<file path="src/sv/md5sh_pkg.sv">
`timescale 1ns / 1ps
// ----------------------------------------------------------------------------
// md5sh_pkg
// Constants and round tables for the MD5 stream hasher.
// ----------------------------------------------------------------------------
package md5sh_pkg;
  typedef logic [31:0] word_t;

  localparam word_t IV_A = 32'h67452301;
  localparam word_t IV_B = 32'hefcdab89;
  localparam word_t IV_C = 32'h98badcfe;
  localparam word_t IV_D = 32'h10325476;
  localparam logic [7:0] PAD_BYTE = 8'h80;

  function automatic word_t sine_k(input logic [5:0] j);
    word_t rom [64];
    rom = '{
      32'hd76aa478, 32'he8c7b756, 32'h242070db, 32'hc1bdceee,
      32'hf57c0faf, 32'h4787c62a, 32'ha8304613, 32'hfd469501,
      32'h698098d8, 32'h8b44f7af, 32'hffff5bb1, 32'h895cd7be,
      32'h6b901122, 32'hfd987193, 32'ha679438e, 32'h49b40821,
      32'hf61e2562, 32'hc040b340, 32'h265e5a51, 32'he9b6c7aa,
      32'hd62f105d, 32'h02441453, 32'hd8a1e681, 32'he7d3fbc8,
      32'h21e1cde6, 32'hc33707d6, 32'hf4d50d87, 32'h455a14ed,
      32'ha9e3e905, 32'hfcefa3f8, 32'h676f02d9, 32'h8d2a4c8a,
      32'hfffa3942, 32'h8771f681, 32'h6d9d6122, 32'hfde5380c,
      32'ha4beea44, 32'h4bdecfa9, 32'hf6bb4b60, 32'hbebfbc70,
      32'h289b7ec6, 32'heaa127fa, 32'hd4ef3085, 32'h04881d05,
      32'hd9d4d039, 32'he6db99e5, 32'h1fa27cf8, 32'hc4ac5665,
      32'hf4292244, 32'h432aff97, 32'hab9423a7, 32'hfc93a039,
      32'h655b59c3, 32'h8f0ccc92, 32'hffeff47d, 32'h85845dd1,
      32'h6fa87e4f, 32'hfe2ce6e0, 32'ha3014314, 32'h4e0811a1,
      32'hf7537e82, 32'hbd3af235, 32'h2ad7d2bb, 32'heb86d391};
    return rom[j];
  endfunction

  function automatic logic [4:0] rot_amt(input logic [5:0] j);
    logic [4:0] r;
    case ({j[5:4], j[1:0]})
      4'd0: r = 5'd7;   4'd1: r = 5'd12;  4'd2: r = 5'd17;  4'd3: r = 5'd22;
      4'd4: r = 5'd5;   4'd5: r = 5'd9;   4'd6: r = 5'd14;  4'd7: r = 5'd20;
      4'd8: r = 5'd4;   4'd9: r = 5'd11;  4'd10: r = 5'd16; 4'd11: r = 5'd23;
      4'd12: r = 5'd6;  4'd13: r = 5'd10; 4'd14: r = 5'd15; default: r = 5'd21;
    endcase
    return r;
  endfunction

  // message word index per round
  function automatic logic [3:0] msg_idx(input logic [5:0] j);
    logic [3:0] jl;
    jl = j[3:0];
    case (j[5:4])
      2'd0: return jl;
      2'd1: return 4'((jl << 2) + jl + 4'd1);
      2'd2: return 4'((jl << 1) + jl + 4'd5);
      default: return 4'((jl << 3) - jl);
    endcase
  endfunction

  function automatic word_t bswap(input word_t v);
    return {v[7:0], v[15:8], v[23:16], v[31:24]};
  endfunction
endpackage

</file>
<file path="src/sv/md5sh_round.sv">
`timescale 1ns / 1ps
// ----------------------------------------------------------------------------
// md5sh_round
// One MD5 round step: the shared unit the sequencer runs 64 times a block.
// ----------------------------------------------------------------------------
module md5sh_round (
  input  logic [5:0]       round,
  input  md5sh_pkg::word_t a,
  input  md5sh_pkg::word_t b,
  input  md5sh_pkg::word_t c,
  input  md5sh_pkg::word_t d,
  input  md5sh_pkg::word_t m,
  output md5sh_pkg::word_t b_new
);
  md5sh_pkg::word_t f, t;
  logic [4:0] s;
  always_comb begin
    case (round[5:4])
      2'd0: f = (b & c) | (~b & d);
      2'd1: f = (d & b) | (~d & c);
      2'd2: f = b ^ c ^ d;
      default: f = c ^ (b | ~d);
    endcase
    t = f + a + md5sh_pkg::sine_k(round) + m;
    s = md5sh_pkg::rot_amt(round);
    b_new = b + ((t << s) | (t >> (6'd32 - {1'b0, s})));
  end
endmodule

</file>
<file path="src/sv/md5_stream_hasher_core.sv">
`timescale 1ns / 1ps
// ----------------------------------------------------------------------------
// md5_stream_hasher_core
// MD5 digest of a byte stream, one round per cycle on a shared round unit.
// ----------------------------------------------------------------------------
// channel | dir | tdata                  | tuser          | tlast
// in      | in  | [7:0] data_byte        | byte_present   | end_of_message
// out     | out | [31:0] digest_word     | [1:0] word_index | last_word
//
// A byte that does not fill a block is stored and ready stays high. A byte
// that fills the block runs 64 rounds plus chain update before ready returns.
// End of message takes one or two compressions plus pad fill, then four output words.
// Ready drops while padding, while the round unit runs or updates the chain, or while digest words wait.
// Synchronous active-low reset clears control and loads the initial chaining
// words; the block buffer is not reset.
module md5_stream_hasher_core (
  input  logic        clk,
  input  logic        rst_n,
  input  logic        in_tvalid,
  output logic        in_tready,
  input  logic [7:0]  in_tdata,   // [7:0] data_byte
  input  logic        in_tuser,   // byte_present
  input  logic        in_tlast,   // end_of_message
  output logic        out_tvalid,
  input  logic        out_tready,
  output logic [31:0] out_tdata,  // [31:0] digest_word
  output logic [1:0]  out_tuser,  // [1:0] word_index
  output logic        out_tlast   // last_word
);
  localparam logic [2:0] ST_IDLE = 3'd0;
  localparam logic [2:0] ST_PAD  = 3'd1;  // write pad bytes one per cycle
  localparam logic [2:0] ST_RND  = 3'd2;
  localparam logic [2:0] ST_ADD  = 3'd3;
  localparam logic [2:0] ST_OUT  = 3'd4;

  logic [2:0] state_r, state_nxt;
  logic [31:0] blk_r [16];
  md5sh_pkg::word_t h_r [4];
  md5sh_pkg::word_t a_r, b_r, c_r, d_r;
  logic [5:0] fill_r, rnd_r;
  logic [60:0] total_r;
  logic fin_r;        // closing message
  logic lenblk_r;     // current compression is the final length block
  logic padded_r;     // 0x80 marker already written for this message
  logic [1:0] oidx_r;
  md5sh_pkg::word_t m_w, bnew_w;
  logic [63:0] bits_w;

  assign in_tready = (state_r == ST_IDLE);
  assign out_tvalid = (state_r == ST_OUT);
  assign out_tdata = md5sh_pkg::bswap(h_r[oidx_r]);
  assign out_tuser = oidx_r;
  assign out_tlast = (oidx_r == 2'd3);
  assign bits_w = {total_r, 3'b000};

  // fetch message word for this round; length words override in last block
  always_comb begin
    logic [3:0] g;
    g = md5sh_pkg::msg_idx(rnd_r);
    m_w = blk_r[g];
    if (lenblk_r && g == 4'd14) m_w = bits_w[31:0];
    if (lenblk_r && g == 4'd15) m_w = bits_w[63:32];
  end

  md5sh_round u_round (
    .round(rnd_r), .a(a_r), .b(b_r), .c(c_r), .d(d_r), .m(m_w), .b_new(bnew_w)
  );

  always_comb begin
    state_nxt = state_r;
    case (state_r)
      ST_IDLE: if (in_tvalid) begin
        // a byte that completes the block compresses first
        if (in_tuser && fill_r == 6'd63) state_nxt = ST_RND;
        else if (in_tlast) state_nxt = ST_PAD;
      end
      // block ends at the length slot or at the last byte
      ST_PAD: if (fill_r == 6'd55 || fill_r == 6'd63) state_nxt = ST_RND;
      ST_RND: if (rnd_r == 6'd63) state_nxt = ST_ADD;
      ST_ADD: begin
        if (!fin_r) state_nxt = ST_IDLE;
        else if (lenblk_r) state_nxt = ST_OUT;
        else state_nxt = ST_PAD;
      end
      ST_OUT: if (out_tready && oidx_r == 2'd3) state_nxt = ST_IDLE;
      default: state_nxt = ST_IDLE;
    endcase
  end

  always_ff @(posedge clk) begin
    logic [5:0] fp;
    fp = fill_r + 6'd1;
    if (!rst_n) begin
      state_r <= ST_IDLE;
      h_r[0] <= md5sh_pkg::IV_A; h_r[1] <= md5sh_pkg::IV_B;
      h_r[2] <= md5sh_pkg::IV_C; h_r[3] <= md5sh_pkg::IV_D;
      fill_r <= '0; total_r <= '0; rnd_r <= '0;
      fin_r <= 1'b0; lenblk_r <= 1'b0; padded_r <= 1'b0; oidx_r <= '0;
    end else begin
      state_r <= state_nxt;
      case (state_r)
        ST_IDLE: if (in_tvalid) begin
          fin_r <= in_tlast;
          lenblk_r <= 1'b0;
          padded_r <= 1'b0;
          if (in_tuser) begin
            blk_r[fill_r[5:2]][fill_r[1:0]*8 +: 8] <= in_tdata;
            total_r <= total_r + 61'd1;
            fill_r <= fp;
          end
          rnd_r <= '0;
          {a_r, b_r, c_r, d_r} <= {h_r[0], h_r[1], h_r[2], h_r[3]};
        end
        ST_PAD: begin
          // first pad byte is 0x80, the rest are zero
          blk_r[fill_r[5:2]][fill_r[1:0]*8 +: 8] <=
            padded_r ? 8'h00 : md5sh_pkg::PAD_BYTE;
          padded_r <= 1'b1;
          if (fill_r == 6'd55 || fill_r == 6'd63) begin
            // length fits only when padding stopped at the length slot
            lenblk_r <= (fill_r == 6'd55);
            fill_r <= '0;
          end else begin
            fill_r <= fp;
          end
          rnd_r <= '0;
          {a_r, b_r, c_r, d_r} <= {h_r[0], h_r[1], h_r[2], h_r[3]};
        end
        ST_RND: begin
          a_r <= d_r; d_r <= c_r; c_r <= b_r; b_r <= bnew_w;
          rnd_r <= rnd_r + 6'd1;
        end
        ST_ADD: begin
          h_r[0] <= h_r[0] + a_r; h_r[1] <= h_r[1] + b_r;
          h_r[2] <= h_r[2] + c_r; h_r[3] <= h_r[3] + d_r;
          oidx_r <= '0;
          // no room for the length: pad a fresh length block next
          if (fin_r && !lenblk_r) fill_r <= '0;
        end
        ST_OUT: if (out_tready) begin
          oidx_r <= oidx_r + 2'd1;
          if (oidx_r == 2'd3) begin
            h_r[0] <= md5sh_pkg::IV_A; h_r[1] <= md5sh_pkg::IV_B;
            h_r[2] <= md5sh_pkg::IV_C; h_r[3] <= md5sh_pkg::IV_D;
            fill_r <= '0; total_r <= '0; fin_r <= 1'b0; lenblk_r <= 1'b0;
            padded_r <= 1'b0;
          end
        end
        default: ;
      endcase
    end
  end
endmodule

</file>
<file path="config.mk">
export PLATFORM = sky130hd
export DESIGN_NAME = md5_stream_hasher_core
export DESIGN_NICKNAME = d
export VERILOG_FILES = /design/src/sv/md5sh_pkg.sv /design/src/sv/md5sh_round.sv /design/src/sv/md5_stream_hasher_core.sv
export SDC_FILE = /design/constraint.sdc
export NUM_CORES = 2
export LEC_CHECK = 0
export ABC_CLOCK_PERIOD_IN_PS = 22200
export BUFFER_PORTS_ARGS = -buffer_cell sky130_fd_sc_hd__clkbuf_2
export CORE_UTILIZATION = 45
export CTS_BUF_LIST = sky130_fd_sc_hd__clkbuf_8
export CTS_CLUSTER_DIAMETER = 100
export DETAILED_ROUTE_END_ITERATION = 8
export PLACE_DENSITY = 0.62
export SLEW_MARGIN = 25
export SYNTH_ARGS = -nofsm -noshare
export SYNTH_HDL_FRONTEND = slang
export SYNTH_SLANG_ARGS = --single-unit
</file>
<file path="constraint.sdc">
create_clock -name clk -period 22.2 [get_ports clk]
set_input_delay 0 -clock clk [delete_from_list [all_inputs] [get_ports clk]]
set_output_delay 0 -clock clk [all_outputs]
set_load 0.01 [all_outputs]
</file>
-- After elaboration in Yosys (flattened, before gate mapping)
Memories as Yosys holds them, arrays and structs flattened. A register that Yosys moved wholly into a read port is not among the register bits.
Cells that the tools add are included.
- $lt $le $gt $ge: 1
- muxes and demuxes: 109
- equal/unequal tests: 21
- bitwise operators: 54
- shift-type cells: 5
- reduce and logical (&&, ||, !) cells: 23
- add/sub/neg operators: 19
- operator list (kind ; number):
    32-bit 2-to-1 mux ; 18
    32-bit case mux with 3 select lines ; 5
    32-bit adder ; 8
    61-bit 2-to-1 mux ; 4
    32-bit AND ; 4
    32-bit bitwise OR ; 4
    61-bit case mux with 2 select lines ; 1
    32-bit bitwise XOR ; 3
    8-bit by 34-bit indexed part select with 32-bit output ; 2
    32-bit NOT ; 2
    61-bit by 1-bit adder with 61-bit output, second input constant ; 1
    1-bit 2-to-1 mux ; 52
    6-bit 2-to-1 mux ; 7
    1-bit bitwise OR ; 40
    5-bit negator with 34-bit output ; 1
    8-bit by 34-bit variable shift with 32-bit output, first input constant ; 1
    32-bit by 5-bit << shifter with 32-bit output ; 1
    32-bit by 6-bit right shift with 32-bit output ; 1
    3-bit 2-to-1 mux ; 8
    6-bit case mux with 4 select lines ; 1
    6-bit == test, second input constant ; 3
    6-bit case mux with 3 select lines ; 1
    3-bit case mux with 5 select lines ; 1
    5-bit AND reduction ; 3
    37 further kinds ; 60
- register bits after elaboration: 209
- memories kept: 4
- memory bits (writable): 640
- input bits: 14
- ROM bits: 2128
- output and inout bits: 37
- logic and storage cells: 248
- memories (memory ; words ; width ; rd ports ; clocked after Yosys merged registers in ; write ports ; RTL line ; RTL):
    (no name shown) ; 64 ; 32 ; 1 ; 0 ; 0 ; md5sh_pkg.sv:34 ; return rom[j];
    blk_r ; 16 ; 32 ; 1 ; 0 ; 1 ; md5_stream_hasher_core.sv:37 ; logic [31:0] blk_r [16];
    h_r ; 4 ; 32 ; 5 ; 1 ; 4 ; md5_stream_hasher_core.sv:38 ; md5sh_pkg::word_t h_r [4];
    (no name shown) ; 16 ; 5 ; 1 ; 1 ; 0 ; md5sh_pkg.sv:39 ; case ({j[5:4], j[1:0]})

-- Depth between registers and ports, before layout
- depth after elaboration: 12
- gate-level depth with buffers: 48
- mapped depth without buffers: 43

-- Cells and area by module
From an unflattened synthesis, not the netlist that was laid out.
- cells, all modules: 5150
- area, all modules: 55100.3 µm²
- modules (own cells, without submodules) (module ; area an instance (µm²) ; sequential area each (µm²) ; cells each ; times used):
    md5_stream_hasher_core ; 41322.1 ; 24083.1 ; 3061 ; 1
    md5sh_round ; 13778.2 ; 0.0 ; 2089 ; 1

-- Worst setup path after synthesis
OpenSTA, ideal clock, no wires.
- kind: register -> register
- start: reg rnd_r[2]
- end: reg b_r[30], data pin
- library setup time: 260 ps
- clock period less this slack: 10901 ps
- data required time: 21940 ps
- path slack: 11299 ps
- arrival: 10642 ps
- cell stages (with the launch flop): 47
- buffers on the path: 5
- path through: dfxtp_1 -> buf_2 -> clkinv_1 -> clkbuf_1 -> clkbuf_1 -> ha_1 -> fa_1 -> xor2_1 -> xnor2_1 -> o211ai_1 -> o31ai_1 -> clkbuf_1 -> buf_1 -> mux2i_1 -> nand2_1 -> a21oi_1 -> a31oi_1 -> fa_1 -> [11 not listed] -> mux2i_1 -> a221oi_1 -> a21oi_1 -> o221ai_1 -> ha_1 -> fa_1 -> a21oi_1 -> o21ai_0 -> a2111oi_2 -> o211ai_1 -> a31oi_1 -> a21oi_1 -> a221oi_1 -> a21oi_1 -> nor4_1 -> o41ai_1 -> xor2_1 -> mux2_2
- cells in the longest elaborated chain, start to end: 12
- elaborated cells on any way between the ends: 24
- classes of those cells: add/sub (8); eq/ne (2); shift (2); mux (6); bitwise (2); reduce/logical (2); memory (2)
- RTL lines (what ; RTL line ; RTL):
    from (decl) ; md5_stream_hasher_core.sv:40 ; logic [5:0] fill_r, rnd_r;
    from (signal assigned) ; md5_stream_hasher_core.sv:131 ; rnd_r <= rnd_r + 6'd1;
    parallel branches: the longest is 7 deep, another holds memory read 64 x 32 bit ; -- ;
    32-bit adder (*) ; md5sh_round.sv:24 ; t = f + a + md5sh_pkg::sine_k(round) + m;
    32-bit by 6-bit right shift with 32-bit output / 32-bit by 5-bit << shifter with 32-bit output (equally long branches) ; md5sh_round.sv:26 ; b_new = b + ((t << s) | (t >> (6'd32 - {1'b0, s})));
    32-bit bitwise OR (*) ; md5sh_round.sv:26 ;
    32-bit adder (*) ; md5sh_round.sv:26 ;
    32-bit case mux with 3 select lines (*) ; md5_stream_hasher_core.sv:101 ; case (state_r)
    to (signal assigned) ; md5_stream_hasher_core.sv:112 ; {a_r, b_r, c_r, d_r} <= {h_r[0], h_r[1], h_r[2], h_r[3]};
    to (signal assigned) ; md5_stream_hasher_core.sv:127 ; {a_r, b_r, c_r, d_r} <= {h_r[0], h_r[1], h_r[2], h_r[3]};
    to (signal assigned) ; md5_stream_hasher_core.sv:130 ; a_r <= d_r; d_r <= c_r; c_r <= b_r; b_r <= bnew_w;
    to (decl) ; md5_stream_hasher_core.sv:39 ; md5sh_pkg::word_t a_r, b_r, c_r, d_r;
Mark *: on every way between the ends. The select of a mux whose other input is x is not followed.
A chain may end at the register's enable or synchronous reset.

-- Final worst setup path
- start: reg rnd_r[0]
- end: reg b_r[30], data pin
The elaborated chain is that of the path after synthesis.

==> metrics.md <==
| Metric | Value |
|---|---|
| Status | completed |
| Worst slew margin | 23.7% |
| Post-route ant nets | 0 |
| Period utilization | 62.6% |
| Register area share after synthesis | 44.8% |
| Starting density of the core | 45.6% |
| Top Ports | 51 |
| Detailed Route WL | 175000 um |
| Remaining global-route overflow | 0 |
| Die Ht | 348 um |
| Ranking of synthesized cells by area | edfxtp_1 (39%), mux4_2 (7.8%), dfxtp_1 (5.6%) |
| CTS tree | done |
| Critical Path Slowest Stage Cell | buf_4 |
| Syn_area_per_cell | 10.2 sq um |
| Leading area contributor after synthesis | edfxtp_1 |
| LEAKAGE | 22.1 nW |
| Final core occ | 49.7% |
| Fin cells | 7001 |
| Num Clock Sinks | 856 |
| First-pass GRT wire length | 260000 um |
| Cells after synthesis | 5267 |
| Post-Place Cells | 6706 |
| Min Tclk post-route | 13.89 ns |
| Total GRT Usage | 28.6% |
| Least-Margin Pin Slew | 1.14 ns |
| P per Cell Area | 104 nW/um^2 |
| Avg WL per Cell | 25.0 um |
| GPL Wtd Cong | 1.00 |
| Post-placement cell area | 55800 sq um |
| Resized cells post-CTS | 0 |
| Vias | 42.7k |
| Final Cell Area | 58800 sq um |
| Cts bufs inserted | 148 |
| Core area | 118000 sq um |
| Initial antenna violation count | 3 |
| Arr. time, crit path | 14.54 ns |
| Largest net degree at the start of global routing | 156 |
| RSZ-0062 raised after global routing | false |
| Crit-path max FO | 58 |
| Yosys cell types | 91 |
| Clk root buf | clkbuf_8 |
| Number of synthesized flops with an enable pin | 704 |
| Die area | 121000 sq um |
| Final setup fails | 0 |
| Area fraction of the dominant cell type after synthesis | 39.2% |
| Max VDD drop | 77.5 uV |
| Layout cells sized above 1 | 10.7% |
| Final net count | 5585 |
| Layout Skew | 0.0595 ns |
| Reg clk slew, reported paths | 0.07 ns |
| Syn nets | 5575 |
| F_max | 0.0720 GHz |
| Drt drc | 0 |
| Hpwl dp | 124000 um |
| Buffers inserted by post-CTS timing repair | 0 |
| Crit path largest cell delay | 0.78 ns |
| Vias in the first global route | 40.3k |
| Clock Tree Buf Depth | 3 |
| Yosys reg bits | 856 |
| I/O Buffers | 50 |
| Sum of negative setup slack | 0 ns |
| Setup crit start kind | register |
| Worst min path class | input pin to register |
| Yosys warns | 0 |
| Design Power | 6.11 mW |
| Setup crit end kind | register |
| Die width | 348 um |
| Hold buffer count at cts | 21 |
| Async SR Flop Fraction | 0% |
| Vias/cell | 6.10 |
| Slew Viols, Final | 0 |
| H-tree depth | 4 |
| Worst r2r src | rnd_r[0] |
| Max-Cap Viols | 0 |
| Mapped Area | 53900 sq um |
| Synth-to-Final Area Change | 9.09% |
| Final hold viol count | 0 |
| Prevailing post-synth register cell | edfxtp_1 |
| Hold_sp | out_tready |
| Origin of the worst setup path | rnd_r[0] |
| Kind of critical path | register to register |
| Pre-Repair DR Iteration Count | 6 |
| Initial DRC Count | 4741 |
| Num rows | 126 |
| Clk_lat worst skew | 0.90 ns |
| CP required | 22.85 ns |
[critical path, delay by kind of cell, from the launching register on]
kind | cells | cell delay (ns)
AO/OA/AOI/OAI | 19 | 4.74
XOR/XNOR | 2 | 0.64
adder cells (fa/ha/maj) | 7 | 3.19
buffers and inverters | 5 | 2.02
flip-flops | 1 | 0.31
multiplexers | 4 | 1.05
AND/OR/NAND/NOR | 7 | 1.60
[final timing paths]
path | slack [ns] | depth (start not counted) | end
worst max register to register | 8.31 | 44 | b_r[30]
worst max-delay path | 8.31 | 44 | b_r[30]
worst min register to register | 0.50 | 2 | h_r[3][19]
worst min-delay path | 0.12 | 5 | state_r[2]
[synth_stat cells, types with 121 or more instances]
library cell / instances
nand2_1: 794
edfxtp_1: 704
nor2_1: 397
a21oi_1: 358
o21ai_0: 313
inv_1: 248
ha_1: 221
clkbuf_1: 213
mux4_2: 186
xor2_1: 153
dfxtp_1: 152
nor3_1: 121
[cells by family after synthesis]
group	Yosys count	share of synthesized area, %
buf+inv	533	3.75
flops	856	44.8
xor+xnor	256	4.24
simple gates	1778	14.7
fa+ha+maj	294	7.84
mux	305	10.0
compound gates	1245	14.7
[per-layer routing]
layer	GRT usage [%]	share of wire [%]	routed length, um	vias up
met4	10.6	3.5	6050	2
met3	5.61	7.9	13900	291
met1	39.9	43	75500	21200
met5	0	0.0080	14	-
li1	-	-	-	19500
met2	44.2	45	79200	1766
[registers in the layout, summed over array words and instances, names as in the netlist, named ones only]
name and count:
lenblk_r 1, blk_r 512, a_r 32, total_r 61
fin_r 1, h_r 128, d_r 32, rnd_r 6
c_r 32, out_tuser 2, state_r 3, u_round.s 5
fill_r 6, padded_r 1, b_r 32
[power breakdown]
part	internal, mW	total (mW)	switching, mW
Sequential	1.80	1.85	0.0472
Clock	0.695	1.40	0.700
Combinational	1.11	2.87	1.76
[cells in the final DEF, fill, tap and decap left out, drive strengths merged, types with 12 or more instances in the layout]
master       instances
a211o               12
a211oi              44
a21o                79
a21oi              361
a311oi              14
a31oi               63
and2                66
and3                67
buf                 68
clkbuf             205
clkinv              40
dfxtp              152
dlygate4sd3         21
edfxtp             704
fa                  73
ha                 221
inv                328
mux2                14
mux2i              105
mux4               186
nand2              794
nand2b              43
nand3              119
nand4               33
nor2               397
nor2b               38
nor3               122
nor4                12
o211ai              51
o21a                35
o21ai              323
o21bai              17
o221ai              25
o22ai               45
o311a               31
o31ai               22
or2                 17
or3                 41
xnor2              101
xor2               153
[final cells by class]
type | instances | area (sq um)
Timing Repair Buffer | 139 | 996
Tap cell | 1600 | 2000
Inverter | 254 | 953
Clock inverter | 117 | 683
Antenna cell | 2 | 5.00
Fill cell | 10800 | 59600
Clock buffer | 155 | 2130
Multi-Input combinational cell | 3878 | 27900
Sequential cell | 856 | 24200
[through the flow]
stage               setup slack (ns)  hold WS, ns
detailed placement              8.49        0.287
CTS                             8.42      0.00758
floorplan                      11.30        0.139
finish                          8.31        0.116
global placement                8.76        0.289
global route                    7.53        0.128
(Power assumes the default switching activity.)
